**src/rtl/spo_pkg.sv**
```systemverilog
// Package for the suffix/prefix overlap block.
// Holds the controller state type, the per-step flag group and the fixed field widths.
// No dependencies.
`timescale 1ns / 1ps

package spo_pkg;

    // Fixed widths of the payload fields.
    localparam int CHAR_W = 8;
    localparam int LEN_W  = 7;

    // Controller states, one-hot.
    typedef enum logic [2:0] {
        ST_LOAD = 3'b001,
        ST_CALC = 3'b010,
        ST_FIN  = 3'b100
    } t_state;

    // Flags that travel with each issued score step.
    typedef struct packed {
        logic valid;      // a step is issued this cycle
        logic first;      // first left symbol: previous column reads as zero
        logic last_pass;  // last left symbol: scores are checked for an overlap
        logic col_one;    // column one: the previous column is the fixed zero entry
    } t_step_flags;

endpackage

```
**src/rtl/suffix_prefix_overlap.sv**
```systemverilog
// Top level of the suffix/prefix overlap block: load control, pass sequencer and result register.
// Instantiates spo_char_store and spo_score_unit; depends on spo_pkg.
`timescale 1ns / 1ps

// Usage:
// Character pairs enter on the input channel (valid/ready), one item per cycle
// while a data set loads. The item that carries last_pair ends the set. Pairs past
// MAX_LEN are dropped and the result then reports too_long.
// After the last pair the block runs n passes over the n stored columns, one column
// per cycle through the score memory port, before its single result item appears.
// The input channel is not ready during computation.
// The result sits in an output register; the next set may load while it waits.
// If the receiver stalls with a result still pending, a finished computation holds
// until the output register frees up.
// Reset clears the control state only; the memories need no clearing pass, as the
// first pass of every set treats earlier scores as zero.
module suffix_prefix_overlap #(
    parameter int MAX_LEN = 64
) (
    input  logic                        i_clk,
    input  logic                        i_rst_n,
    input  logic                        i_in_valid,
    output logic                        o_in_ready,
    input  logic [spo_pkg::CHAR_W-1:0]  i_suffix_char,
    input  logic [spo_pkg::CHAR_W-1:0]  i_prefix_char,
    input  logic                        i_last_pair,
    output logic                        o_out_valid,
    input  logic                        i_out_ready,
    output logic [spo_pkg::LEN_W-1:0]   o_overlap_len,
    output logic                        o_too_long
);

    localparam int AW = (MAX_LEN > 1) ? $clog2(MAX_LEN) : 1;
    localparam int CW = $clog2(MAX_LEN + 1);

    spo_pkg::t_state r_state;
    logic [CW-1:0]   r_count;
    logic            r_ovf;
    logic [CW-1:0]   r_n;
    logic [AW-1:0]   r_i;
    logic [CW-1:0]   r_j;
    logic            r_too_long;
    logic            r_out_valid;
    logic [spo_pkg::LEN_W-1:0] r_out_len;
    logic            r_out_long;

    logic                 w_accept;
    logic                 w_store;
    logic [CW-1:0]        w_n_set;
    logic [CW-1:0]        w_n_m1;
    logic [CW-1:0]        w_j_m1;
    spo_pkg::t_step_flags w_flags;
    logic [spo_pkg::CHAR_W-1:0] w_left;
    logic [spo_pkg::CHAR_W-1:0] w_right;
    logic [CW-1:0]        w_best;
    logic                 w_busy;
    logic                 w_finish;

    // Load side.
    assign o_in_ready = (r_state == spo_pkg::ST_LOAD);
    assign w_accept   = i_in_valid && o_in_ready;
    assign w_store    = (r_count != CW'(MAX_LEN));
    assign w_n_set    = w_store ? (r_count + CW'(1)) : r_count;

    // Step issue: left symbol r_i against column r_j.
    assign w_n_m1 = r_n - CW'(1);
    assign w_j_m1 = r_j - CW'(1);

    always_comb begin
        w_flags           = '0;
        w_flags.valid     = (r_state == spo_pkg::ST_CALC);
        w_flags.first     = (r_i == '0);
        w_flags.last_pass = (CW'(r_i) == w_n_m1);
        w_flags.col_one   = (r_j == CW'(1));
    end

    assign w_finish = (r_state == spo_pkg::ST_FIN) && !w_busy
                      && (!r_out_valid || i_out_ready);

    spo_char_store #(
        .MAX_LEN (MAX_LEN),
        .AW      (AW)
    ) u_chars (
        .i_clk         (i_clk),
        .i_we          (w_accept && w_store),
        .i_waddr       (r_count[AW-1:0]),
        .i_wleft       (i_suffix_char),
        .i_wright      (i_prefix_char),
        .i_raddr_left  (r_i),
        .i_raddr_right (w_j_m1[AW-1:0]),
        .o_left        (w_left),
        .o_right       (w_right)
    );

    spo_score_unit #(
        .MAX_LEN (MAX_LEN),
        .AW      (AW),
        .CW      (CW)
    ) u_score (
        .i_clk   (i_clk),
        .i_rst_n (i_rst_n),
        .i_flags (w_flags),
        .i_col   (r_j),
        .i_left  (w_left),
        .i_right (w_right),
        .i_clear (w_accept && i_last_pair),
        .o_best  (w_best),
        .o_busy  (w_busy)
    );

    // Sequencer: load pairs, sweep columns high to low for each left symbol, finish.
    always_ff @(posedge i_clk) begin
        if (!i_rst_n) begin
            r_state <= spo_pkg::ST_LOAD;
            r_count <= '0;
            r_ovf   <= 1'b0;
        end else begin
            case (r_state)
                spo_pkg::ST_LOAD: begin
                    if (w_accept) begin
                        if (i_last_pair) begin
                            r_n        <= w_n_set;
                            r_j        <= w_n_set;
                            r_i        <= '0;
                            r_too_long <= r_ovf || !w_store;
                            r_count    <= '0;
                            r_ovf      <= 1'b0;
                            r_state    <= spo_pkg::ST_CALC;
                        end else if (w_store) begin
                            r_count <= r_count + CW'(1);
                        end else begin
                            r_ovf <= 1'b1;
                        end
                    end
                end
                spo_pkg::ST_CALC: begin
                    if (w_flags.col_one) begin
                        r_j <= r_n;
                        if (w_flags.last_pass) begin
                            r_state <= spo_pkg::ST_FIN;
                        end else begin
                            r_i <= r_i + AW'(1);
                        end
                    end else begin
                        r_j <= w_j_m1;
                    end
                end
                spo_pkg::ST_FIN: begin
                    if (w_finish) begin
                        r_state <= spo_pkg::ST_LOAD;
                    end
                end
                default: begin
                    r_state <= spo_pkg::ST_LOAD;
                end
            endcase
        end
    end

    // Result register.
    always_ff @(posedge i_clk) begin
        if (!i_rst_n) begin
            r_out_valid <= 1'b0;
        end else if (w_finish) begin
            r_out_valid <= 1'b1;
        end else if (i_out_ready) begin
            r_out_valid <= 1'b0;
        end
    end

    always_ff @(posedge i_clk) begin
        if (w_finish) begin
            r_out_len  <= spo_pkg::LEN_W'(w_best);
            r_out_long <= r_too_long;
        end
    end

    assign o_out_valid   = r_out_valid;
    assign o_overlap_len = r_out_len;
    assign o_too_long    = r_out_long;

endmodule

```
**src/rtl/spo_char_store.sv**
```systemverilog
// Character stores for the left and right strings of the suffix/prefix overlap block.
// Two synchronous memories, one write and one registered read each.
// Depends on spo_pkg.
`timescale 1ns / 1ps

module spo_char_store #(
    parameter int MAX_LEN = 64,
    parameter int AW      = 6
) (
    input  logic                       i_clk,
    input  logic                       i_we,
    input  logic [AW-1:0]              i_waddr,
    input  logic [spo_pkg::CHAR_W-1:0] i_wleft,
    input  logic [spo_pkg::CHAR_W-1:0] i_wright,
    input  logic [AW-1:0]              i_raddr_left,
    input  logic [AW-1:0]              i_raddr_right,
    output logic [spo_pkg::CHAR_W-1:0] o_left,
    output logic [spo_pkg::CHAR_W-1:0] o_right
);

    logic [spo_pkg::CHAR_W-1:0] r_left_mem  [MAX_LEN];
    logic [spo_pkg::CHAR_W-1:0] r_right_mem [MAX_LEN];
    logic [spo_pkg::CHAR_W-1:0] r_left_q;
    logic [spo_pkg::CHAR_W-1:0] r_right_q;

    // Pair writes during loading.
    always_ff @(posedge i_clk) begin
        if (i_we) begin
            r_left_mem[i_waddr]  <= i_wleft;
            r_right_mem[i_waddr] <= i_wright;
        end
    end

    // Registered reads during the score passes.
    always_ff @(posedge i_clk) begin
        r_left_q  <= r_left_mem[i_raddr_left];
        r_right_q <= r_right_mem[i_raddr_right];
    end

    assign o_left  = r_left_q;
    assign o_right = r_right_q;

endmodule

```
**src/rtl/spo_score_unit.sv**
```systemverilog
// Score store and recurrence step of the suffix/prefix overlap block.
// Reads the previous column, updates the current one and tracks the best overlap.
// Depends on spo_pkg.
`timescale 1ns / 1ps

module spo_score_unit #(
    parameter int MAX_LEN = 64,
    parameter int AW      = 6,
    parameter int CW      = 7
) (
    input  logic                       i_clk,
    input  logic                       i_rst_n,
    input  spo_pkg::t_step_flags       i_flags,
    input  logic [CW-1:0]              i_col,
    input  logic [spo_pkg::CHAR_W-1:0] i_left,
    input  logic [spo_pkg::CHAR_W-1:0] i_right,
    input  logic                       i_clear,
    output logic [CW-1:0]              o_best,
    output logic                       o_busy
);

    // Entry k holds the score of column k+1; column zero is always zero.
    logic [CW-1:0]        r_mem [MAX_LEN];
    logic [CW-1:0]        r_rd_data;
    spo_pkg::t_step_flags r_flags;
    logic [CW-1:0]        r_col;
    logic                 r_byp_hit;
    logic [CW-1:0]        r_byp_data;
    logic [CW-1:0]        r_best;

    logic [CW-1:0] w_col_m2;
    logic [CW-1:0] w_col_m1;
    logic [AW-1:0] w_rd_addr;
    logic [AW-1:0] w_wr_addr;
    logic          w_we;
    logic [CW-1:0] w_prev;
    logic [CW-1:0] w_new;
    logic          w_hit;

    // Issue side: read the previous column of the stepped column.
    assign w_col_m2  = i_col - CW'(2);
    assign w_rd_addr = w_col_m2[AW-1:0];

    // Update side: write the current column in the cycle after its read is issued.
    assign w_col_m1  = r_col - CW'(1);
    assign w_wr_addr = w_col_m1[AW-1:0];
    assign w_we      = r_flags.valid;

    // A read of the entry being written this cycle takes the new value.
    assign w_hit = w_we && (w_wr_addr == w_rd_addr);

    always_comb begin
        if (r_flags.first || r_flags.col_one) begin
            w_prev = '0;
        end else if (r_byp_hit) begin
            w_prev = r_byp_data;
        end else begin
            w_prev = r_rd_data;
        end
        if (i_left == i_right) begin
            w_new = w_prev + CW'(1);
        end else begin
            w_new = '0;
        end
    end

    // Score memory.
    always_ff @(posedge i_clk) begin
        if (w_we) begin
            r_mem[w_wr_addr] <= w_new;
        end
        r_rd_data <= r_mem[w_rd_addr];
    end

    // Step pipeline register and forwarding capture.
    always_ff @(posedge i_clk) begin
        if (!i_rst_n) begin
            r_flags <= '0;
        end else begin
            r_flags <= i_flags;
        end
        r_col      <= i_col;
        r_byp_hit  <= w_hit;
        r_byp_data <= w_new;
    end

    // On the last pass a column whose score equals its index is a full overlap.
    always_ff @(posedge i_clk) begin
        if (!i_rst_n || i_clear) begin
            r_best <= '0;
        end else if (r_flags.valid && r_flags.last_pass && (w_new == r_col)
                     && (w_new > r_best)) begin
            r_best <= w_new;
        end
    end

    assign o_best = r_best;
    assign o_busy = r_flags.valid;

endmodule
```
**config.mk**
```make
export PLATFORM = sky130hd
export DESIGN_NAME = suffix_prefix_overlap
export DESIGN_NICKNAME = d
export VERILOG_FILES = /design/src/rtl/spo_pkg.sv /design/src/rtl/suffix_prefix_overlap.sv /design/src/rtl/spo_char_store.sv /design/src/rtl/spo_score_unit.sv
export SDC_FILE = /design/constraint.sdc
export NUM_CORES = 2
export LEC_CHECK = 0
export BUFFER_PORTS_ARGS = -buffer_cell sky130_fd_sc_hd__buf_4
export CELL_PAD_IN_SITES_DETAIL_PLACEMENT = 1
export CELL_PAD_IN_SITES_GLOBAL_PLACEMENT = 1
export CORE_MARGIN = 2
export CORE_UTILIZATION = 48
export DETAILED_ROUTE_END_ITERATION = 16
export GPL_ROUTABILITY_DRIVEN = 0
export PLACE_DENSITY = 0.68
export SYNTH_ARGS = -nofsm -noshare
export SYNTH_HDL_FRONTEND = slang
export SYNTH_HIERARCHICAL = 1
export SYNTH_SLANG_ARGS = --single-unit
```
**constraint.sdc**
```tcl
create_clock -name i_clk -period 13.55 [get_ports i_clk]
set_input_delay 1.355 -clock i_clk [delete_from_list [all_inputs] [get_ports i_clk]]
set_output_delay 1.355 -clock i_clk [all_outputs]
set_load 0.005 [all_outputs]
```
==> run_results.csv <==
group,metric,value,unit
yosys,synth-simple-area-share,0.0327,
cells_and_area,layout_commonest_cell,"edfxtp_1",
route,ant_nets,0,
setup_path,slowest_delay,0.73,ns
clock_network,clk_pin_slew,0.06,ns
route,wire_per_inst,31.4,um
setup_path,worstReg2RegStart,"r_j[0]$_DFFE_PP_",
yosys,synth.distinct_cells,70,
yosys,synth_compound_area_frac,0.0217,
setup_path,worstSetupEndpointType,"flop",
die,die_y,361,um
die,start_util,0.485,
flow_run,cap_violations,0,
global_routing,grt_pass1_vias,31700,
clock_network,hold_buffers,0,
cells_and_area,mostFrequentLayoutCells,"1501 x edfxtp_1, 393 x mux4_2, 197 x nor2_1",
die,placementRows,130,
timing,finalSetupViolations,0,
clock_network,clk_latency,0.80,ns
yosys,seq_area_frac_synth,0.758,
timing,maxSlewHeadroom,0.181,
cells_and_area,final_core_util,0.545,
route,drt_iter0_markers,3375,
timing,tns,0,ns
timing,final_max_slew_viol_count,0,
yosys,synth-main-ff-cell,"edfxtp_1",
global_routing,grt_util_all_layers,0.238,
yosys,synth_edf_count,1501,
setup_path,r2r_slack,8.78,ns
clock_network,cts_resized,0,
die,io_pins,31,
yosys,synthCells,2905,
placed_design,dp_hpwl,91300,um
route,route.detailed.drc,0,
route,routed_wirelength,152000,um
global_routing,antenna_found_initial,2,
placed_design,numPortBuffers,30,
timing,fmax,210,MHz
clock_network,clock_path_buffers,3,
clock_network,postCtsSetupRepairBufs,0,
die,die_width,361,um
die,dieArea,0.130,mm^2
timing,final_hold_viol_count,0,
setup_path,cp_max_fo,118,
setup_path,path_class,"reg -> reg",
yosys,synthAdderAreaFrac,0.00348,
cells_and_area,multi_input_area,0.0140,mm^2
yosys,synth.cell_area,0.0611,mm^2
global_routing,grt_pass1_wl,224000,um
worst_hold_path,hold_start,"r_too_long$_DFFE_PP_",
cells_and_area,fillers,10900,
power,power.density,156,mW/mm^2
timing,worst_pin_slew,1.23,ns
setup_path,reg2reg_to,"u_chars/o_right[7]$_DFF_P_",
timing,finClkSkew,0.0457,ns
clock_network,cts.sinks,1562,
yosys,yosys.area_share.xor_xnor,0.00717,
clock_network,htreeDepth,4,
cells_and_area,drive_above_1_share,0.251,
timing,min_period,4.77,ns
yosys,synth_nets,2943,
clock_network,numCtsBuffers,159,
timing,rsz0062_at_grt,"no",
route,drt_pass1_iterations,5,
yosys,ys_warn_count,6,
cells_and_area,fin_nets,3097,
global_routing,grt_max_degree,119,
route,vias_per_cell,6.21,
power,power.leakage,21.8,nW
yosys,ys_ff_latch,1562,
clock_network,root_buffer,"clkbuf_16",
setup_path,path_cells,"buf_12 > inv_6 > ha_1 > inv_6 > buf_4 > mux4_2 > mux2i_1 > a21oi_1 > o21ai_1 > o21ai_1",
setup_path,slowest_stage,"buf_4",
cells_and_area,seq_area,0.0463,mm^2
die,coreArea,0.126,mm^2
power,vdd_ir_drop_max,0.000136,V
setup_path,startpoint,"r_j[0]$_DFFE_PP_",
worst_hold_path,min-delay-path-class,"reg -> reg",
cells_and_area,syn_to_final_growth,12.4,%
setup_path,ff2ff_path_depth,10,
run_status,run_status,"complete, no violations",
timing,timing.final.crit_share,0.352,
setup_path,cp_data_arrival_time,5.43,ns
clock_network,cts_tree,"yes",
yosys,synthArstFlopShare,0,
setup_path,critPathRequiredTime,14.21,ns
setup_path,start_kind,"flop",
yosys,avgSynthCellArea,21.0,um^2
yosys,synthMuxAreaShare,0.162,
route,vias,30100,
yosys,synth_top_family_by_area,"multiplexers",
global_routing,grt_overflow,0,
setup_path,endpoint,"u_chars/o_right[7]$_DFF_P_",
worst min-delay path by stage:
stage / to / slack (ns) / depth (start not counted)
4_1_cts: o_too_long$_DFFE_PP_ / 0.43 / 0
6_report: o_too_long$_DFFE_PP_ / 0.42 / 0
3_3_place_gp: o_too_long$_DFFE_PP_ / 0.40 / 0
3_5_place_dp: o_too_long$_DFFE_PP_ / 0.41 / 0
2_1_floorplan: u_score/r_col[6]$_DFF_P_ / 0.38 / 0
5_1_grt: o_too_long$_DFFE_PP_ / 0.44 / 0
registers in the layout, summed over array words and instances, names as in the netlist, 8 cells and up:
register and flops:
u_chars/o_left 8, u_chars/o_right 8, u_chars/r_left_mem 512, u_chars/r_right_mem 512, u_score/r_mem 448
cells by family (layout without fill, tap and decap cells):
kind of cell             Yosys count  count (layout)
flip-flops                      1562            1562
multiplexers                     474             474
AND/OR/NAND/NOR                  422             422
AO/OA/AOI/OAI                    214             214
buffers and inverters            166             456
XOR/XNOR                          50              50
adder cells (fa/ha/maj)           17              17
other                              0               1
critical path, delay by kind of cell, from the launching register on:
kind / cells / cell delay (ns)
AOI/OAI and AO/OA: 3 / 0.65
adders and majority gates: 1 / 0.51
buffers and inverters: 4 / 2.05
DFF: 1 / 0.37
muxes: 2 / 0.87
cell usage after synthesis, types with 8 or more instances:
library cell,instances,share of area
buf_4,24,0.0029
nand4_1,8,0.00082
o22ai_1,17,0.0017
nor2b_1,26,0.0027
a21oi_1,53,0.0043
mux2i_1,58,0.0095
mux4_2,393,0.14
nor3_1,26,0.0021
mux2_2,9,0.0017
nor2_1,200,0.012
nand3_1,32,0.0026
edfxtp_1,1501,0.74
inv_1,26,0.0016
buf_1,8,0.00049
nand3b_1,9,0.0011
dfxtp_1,61,0.020
xor2_1,16,0.0023
or3_1,15,0.0015
buf_2,39,0.0032
xnor2_1,34,0.0049
nand2_1,54,0.0033
and2_1,11,0.0011
a211oi_1,22,0.0027
o21ai_0,43,0.0035
ha_1,17,0.0035
o21ai_1,30,0.0025
mux4_1,13,0.0056
clkbuf_1,48,0.0029
nand2b_1,8,0.00082
nor4_1,8,0.00082
buf_6,17,0.0031
cell type report:
cell class | count | area share
inverter | 26 | 0.00157
tap | 1650 | 0.0301
antenna | 1 | 0.0000365
clock inverter | 103 | 0.0150
timing repair buffer | 133 | 0.0147
clock buffer | 194 | 0.0608
multi-input combinational | 1177 | 0.203
sequential | 1562 | 0.674
stage by stage:
step / cells / power (mW) / setup WS, ns / instance area (um^2) / hold slack [ns]
after CTS: 4845 / 10.8 / 8.41 / 68600 / 0.426
final: 4846 / 10.7 / 8.78 / 68600 / 0.421
after global placement: 4548 / 6.44 / 8.54 / 63400 / 0.402
after global routing: 4845 / 11.0 / 8.26 / 68600 / 0.442
after detailed placement: 4548 / 6.46 / 8.40 / 63400 / 0.412
after floorplan: 2905 / 6.11 / 7.57 / 61100 / 0.384
routing by layer:
| layer | global-route usage | up-vias | wire (um) |
|---|---|---|---|
| met5 | 0 | - | 0 |
| met4 | 0.0683 | 0 | 3970 |
| met3 | 0.0388 | 227 | 10200 |
| met2 | 0.382 | 1168 | 74200 |
| met1 | 0.340 | 16300 | 63800 |
| li1 | - | 12400 | - |
where the power goes:
part | internal (mW) | switching [mW]
registers | 5.32 | 0.0367
logic | 0.388 | 0.613
clock network | 2.48 | 1.87
Note: power is estimated with default switching activity, not from simulation.
